### src/sv/smu_pkg.sv
// ----------------------------------------------------------------------------
// smu_pkg
// Shared types, constants and lookup tables for the spin-one update block.
// ----------------------------------------------------------------------------
`timescale 1ns / 1ps

package smu_pkg;

  localparam int SIDE_W     = 6;
  localparam int SIDE       = 1 << SIDE_W;
  localparam int SITES      = SIDE * SIDE;
  localparam int ADDR_W     = 2 * SIDE_W;
  localparam int SITE_W     = 12;
  localparam int SPIN_W     = 2;
  localparam int FIELD_W    = 15;
  localparam int COUPLE_W   = 15;
  localparam int BETA_W     = 16;
  localparam int UNI_W      = 16;
  localparam int SUM_W      = 14;
  localparam int ZERO_W     = 13;
  localparam int DROP_W     = 20;
  localparam int PAIR_W     = COUPLE_W + 2;
  localparam int MUL_A_W    = 18;
  localparam int MUL_B_W    = 17;
  localparam int PROD_W     = MUL_A_W + MUL_B_W;
  localparam int FRAC_SHIFT = 16;
  localparam int Q_W        = PROD_W - FRAC_SHIFT;
  localparam int EXP_STEPS  = 12;
  localparam int IN_TDATA_W  = 48;
  localparam int OUT_TDATA_W = 32;
  localparam int CFG_IDX_W  = 2;
  localparam int CFG_DATA_W = 16;

  localparam logic CMD_LOAD  = 1'b0;
  localparam logic CMD_TRIAL = 1'b1;

  localparam logic [CFG_IDX_W-1:0] REG_COUPLING_MIXED    = 2'd0;
  localparam logic [CFG_IDX_W-1:0] REG_COUPLING_OPPOSITE = 2'd1;
  localparam logic [CFG_IDX_W-1:0] REG_EXTERNAL_FIELD    = 2'd2;
  localparam logic [CFG_IDX_W-1:0] REG_INV_TEMPERATURE   = 2'd3;

  typedef enum logic [3:0] {
    ST_CLEAR,
    ST_IDLE,
    ST_RD_SITE,
    ST_LD_OLD,
    ST_RD_N0,
    ST_RD_N1,
    ST_RD_N2,
    ST_RD_N3,
    ST_ACC_LAST,
    ST_DECIDE,
    ST_EXP_LOOK,
    ST_COMPARE,
    ST_COMMIT
  } state_t;

  typedef struct packed {
    logic              spin_we;
    logic              field_we;
    logic [ADDR_W-1:0] addr;
    logic [SPIN_W-1:0] spin;
    logic [FIELD_W-1:0] field;
  } lat_wr_t;

  function automatic logic [MUL_B_W-1:0] exp_int_f(input logic [3:0] n);
    logic [MUL_B_W-1:0] v;
    unique case (n)
      4'd0:    v = 17'd65536;
      4'd1:    v = 17'd24109;
      4'd2:    v = 17'd8869;
      4'd3:    v = 17'd3263;
      4'd4:    v = 17'd1200;
      4'd5:    v = 17'd442;
      4'd6:    v = 17'd162;
      4'd7:    v = 17'd60;
      4'd8:    v = 17'd22;
      4'd9:    v = 17'd8;
      4'd10:   v = 17'd3;
      4'd11:   v = 17'd1;
      default: v = '0;
    endcase
    return v;
  endfunction

  function automatic logic [MUL_B_W-1:0] exp_frac_f(input logic [3:0] f);
    logic [MUL_B_W-1:0] v;
    unique case (f)
      4'd0:  v = 17'd65536;
      4'd1:  v = 17'd61565;
      4'd2:  v = 17'd57835;
      4'd3:  v = 17'd54331;
      4'd4:  v = 17'd51039;
      4'd5:  v = 17'd47947;
      4'd6:  v = 17'd45042;
      4'd7:  v = 17'd42313;
      4'd8:  v = 17'd39750;
      4'd9:  v = 17'd37341;
      4'd10: v = 17'd35079;
      4'd11: v = 17'd32954;
      4'd12: v = 17'd30957;
      4'd13: v = 17'd29081;
      4'd14: v = 17'd27319;
      4'd15: v = 17'd25664;
    endcase
    return v;
  endfunction

endpackage

### src/sv/smu_mul.sv
// ----------------------------------------------------------------------------
// smu_mul
// Shared unsigned multiplier with a registered product.
// ----------------------------------------------------------------------------
`timescale 1ns / 1ps

module smu_mul import smu_pkg::*; (
  input  logic               clk,
  input  logic [MUL_A_W-1:0] op_a,
  input  logic [MUL_B_W-1:0] op_b,
  output logic [PROD_W-1:0]  prod
);

  logic [PROD_W-1:0] prod_r;

  always_ff @(posedge clk) begin
    prod_r <= PROD_W'(op_a) * PROD_W'(op_b);
  end

  assign prod = prod_r;

endmodule

### config.mk
export PLATFORM = sky130hd
export DESIGN_NAME = smu_mul
export DESIGN_NICKNAME = d
export VERILOG_FILES = /design/src/sv/smu_pkg.sv /design/src/sv/smu_mul.sv
export SDC_FILE = /design/constraint.sdc
export NUM_CORES = 1
export LEC_CHECK = 0
export ABC_AREA = 1
export BUFFER_PORTS_ARGS = -buffer_cell sky130_fd_sc_hd__buf_2
export CAP_MARGIN = 10
export CORE_AREA = 2 2 165 167
export DETAILED_ROUTE_END_ITERATION = 10
export DIE_AREA = 0 0 167 169
export PLACE_DENSITY_LB_ADDON = 0.05
export SLEW_MARGIN = 20
export SYNTH_ARGS = -nofsm -noshare
export SYNTH_HDL_FRONTEND = slang
export SYNTH_SLANG_ARGS = --single-unit
### constraint.sdc
create_clock -name clk -period 6.15 [get_ports clk]
set_input_delay 1.23 -clock clk [delete_from_list [all_inputs] [get_ports clk]]
set_output_delay 1.23 -clock clk [all_outputs]
set_load 0.02 [all_outputs]
Yosys cells after proc, flatten, opt, wreduce, memory -nomap -nowiden. Index checks and enable logic that the tools add are counted.

Register bits after elaboration: 35. Input bits: 36.

Multiply operators: 1.

Operators by type and width (count): 18-bit by 17-bit multiplier with 35-bit output (1).

Logic depth before layout (Yosys ltp).
Depth after elaboration: 1. Depth in mapped cells: 27.

Worst setup path after synthesis. Ideal clock, no wire load.

Path kind: in2reg. Start point: input port op_b[8]. End point: register prod_r[32], in the netlist prod[32]. Arrival time: 6.041 ns. Required time: 6.038 ns. Setup slack: -0.004 ns. Stages on the path: 23. Path buffers: 2. Path through: clkbuf_1 > buf_1 > nand2_1 > fa_1 > inv_1 > fa_1 > inv_1 > fa_1 > inv_1 > fa_1 > fa_1 > inv_1 > fa_1 > inv_1 > ha_1 > nand2_1 > inv_1 > a21oi_1 > nand3_1 > nand2_1 > nand2_1 > nand2_1 > nand2_1.

Word-level cells in the longest chain between the ends: 1.

RTL lines: start: declaration (RTL line smu_mul.sv:10) `input logic [MUL_B_W-1:0] op_b,`; 18-bit by 17-bit multiplier with 35-bit output (RTL line smu_mul.sv:17) `prod_r <= PROD_W'(op_a) * PROD_W'(op_b);`; end signal: assignment (RTL line smu_mul.sv:17); end: declaration (RTL line smu_mul.sv:14) `logic [PROD_W-1:0] prod_r;`.

No other way between the ends.

Worst setup path in the final report.
Start point: input port op_b[6]. End point: register prod_r[26], in the netlist prod[26].

Same word-level chain as after synthesis.

==> key figures <==
Critical path
  • Crit path max fanout: 13
  • WP data arrival: 6070 ps
  • Startpoint types: primary input
  • WS Path Type: in2reg
  • Req. time, crit path: 6330 ps
  • CP Capture Type: flop
  • Worst Setup EP: prod[26]
  • Worst Setup SP: op_b[6]

Timing
  • Fmax: 170 MHz
  • Final WS setup: 251 ps
  • Min Tclk post-route: 5900 ps
  • Post-route clock period utilization: 95.9%
  • Worst Tran Pin Value: 390 ps
  • Final hold slack: 1360 ps
  • Final hold vios: 0
  • Final Slew Violations: 0
  • Slew HR: 74.0%
  • Setup-failing EPs final: 0

Run
  • Max-Cap Viols: 0

Drt
  • Initial DRC Count: 360
  • Met1 Wirelength: 11.6 mm
  • DR top layer: met4
  • Vias/cell: 4.59
  • WL final: 28.7 mm
  • DR vias: 9355
  • Routed WL per cell: 14.1 um
  • Initial DRT Pass Iterations: 5
  • Residual DRC: 0
  • Met3 wire length: 918 um
  • Final ANT Viol Nets: 0
  • Met2 wire len: 15.8 mm

Floorplanning
  • Total die area: 28200 um^2
  • Die W: 167 um
  • FP Rows: 60
  • Die Y-Extent: 169 um
  • I/O pins: 71
  • Starting Density: 44.0%
  • Core area: 26500 um^2

Layout
  • Share of cells above drive strength 1: 10.1%
  • Multi-input logic area: 8790 um^2
  • Most frequent cells in the layout: nand2_1 (515), inv_1 (511), fa_1 (239)
  • Max reg flops: 35
  • Fin util: 49.1%
  • Register area: 701 um^2
  • Area grow syn2layout: 11.6%
  • Nets: 2079
  • Layout fillers: 2768
  • Most common cell after layout, fill and taps aside: nand2_1

Synth
  • Largest family of logic cells by synthesized area: adder cells
  • Seq/Total Area, Yosys: 6.00%
  • Post-synthesis mux area share: 0%
  • Yosys top cell by area: fa_1
  • Mapped Cells: 1608
  • Xor/xnor share of the synthesized area: 1.28%
  • Yosys top cell area share: 41.0%
  • Synth Area in Compound Gates: 1.23%
  • Yosys warnings: 0
  • Synthesized flop and latch total: 35
  • Syn_area_per_cell: 7.26 um^2
  • Adder-Cell Fraction of Synth Area: 52.7%
  • Synth Area in Simple Gates: 20.1%
  • Synth top area cells: fa_1 (41%), nand2_1 (17%), inv_1 (16%), ha_1 (12%), dfxtp_1 (6.0%)
  • Synth cell types: 22
  • Syn Nets: 1992
  • Synthesized area: 11700 um^2

CTS
  • CTS sink count: 35
  • H-tree depth: 2
  • Num CTS Buffers: 5
  • Clk root buf: clkbuf_16
  • Bufs on Longest Clock Path: 2
  • CTS tree: done
  • Worst-path clk slew: 60 ps
  • Setup bufs post-CTS: 0

GRT
  • Vias in the first global route: 9594
  • Global-route wire length before repair: 47.4 mm
  • Global Route Usage Sum: 21.1%
  • Largest net degree at the start of global routing: 19
  • Initial antenna violation count: 1
  • Overflow after GRT: 0

Place
  • HPWL after detailed placement: 25.8 mm
  • Routability Congestion: 0.853
  • Pre-CTS WS: -181 ps
  • IO buf count: 70

Run status
  • Status: completed

Worst hold path
  • Min-delay worst type: in2reg
==> synth_stat cells <==
master and n:
nand2_1 516, xor2_1 14, ha_1 109, dfxtp_1 35, nor2_2 2, o21bai_1 2
nand2_2 6, xnor2_1 3, fa_1 239, nor3_1 3, buf_1 3, nor2_1 39
o21bai_2 1, and2_1 1, nand4_1 5, nand3_2 3, o21ai_0 1, inv_1 511
a21o_1 1, nand3_1 26, a21oi_1 21, clkbuf_1 67
==> cells by family after synthesis <==
family                     count (synthesis)
adders and majority gates                348
xor gates and xnor gates                  17
and+or+nand+nor                          601
buffers and inverters                    581
AOI/OAI and AO/OA                         26
DFF                                       35
==> worst max-delay path: stages <==
cell and delay (ps):
buf_2 320, nand2_1 130, fa_1 490, fa_1 500, inv_1 50, fa_1 490
inv_1 50, fa_1 590, fa_1 440, fa_1 490, inv_1 40, ha_1 330
nand2_1 130, inv_1 60, nand2_1 90, inv_1 70, a21oi_1 180, nand2_2 120
nand2_1 100, nand2_1 50, nand2_1 50, nand2_1 50
==> stage by stage <==
stage	TNS, ps	area (um^2)	std cells
2_1_floorplan	0	11700	1608
3_3_place_gp	-2570	12800	2029
3_5_place_dp	-2710	12800	2029
4_1_cts	0	13000	2037
5_1_grt	-3.13	13000	2037
6_report	0	13000	2038
==> how the worst min path moves through the flow <==
stage | cells past startpoint | end | slack (ps) | from
6_report | 3 | prod[0] | 1360 | op_b[0]
5_1_grt | 3 | prod[0] | 1420 | op_b[0]
4_1_cts | 3 | prod[0] | 1350 | op_b[0]
3_5_place_dp | 1 | prod[14] | 1650 | prod[14]
3_3_place_gp | 1 | prod[8] | 1640 | prod[8]
2_1_floorplan | 3 | prod[0] | 1530 | op_a[0]
==> cell type report <==
class                   instances  area share [%]
diodes                          1          0.0192
clock buffers                   5           0.961
clock inverters                 3           0.336
inverters                     511            14.7
multi-input cells             992            67.5
flip-flops and latches         35            5.38
well taps                     341            3.28
repair buffers                150            7.78
==> layer usage <==
layer  GRT usage, %  up-vias
li1               -     4616
met1           26.1     4581
met2           40.5      137
met3           2.03       21
met4           3.41        0
met5              0        -
==> what timing repair did <==
| item | in CTS | in global routing |
|---|---|---|
| endpoints found under the setup margin | 0 | 19 |
| gates resized for setup | 0 | 16 |
| hold buffers | 0 | 0 |
Power is left out: the tool's default activity adds up to more than one toggle a clock period on the data nets, which glitch-free logic cannot reach.
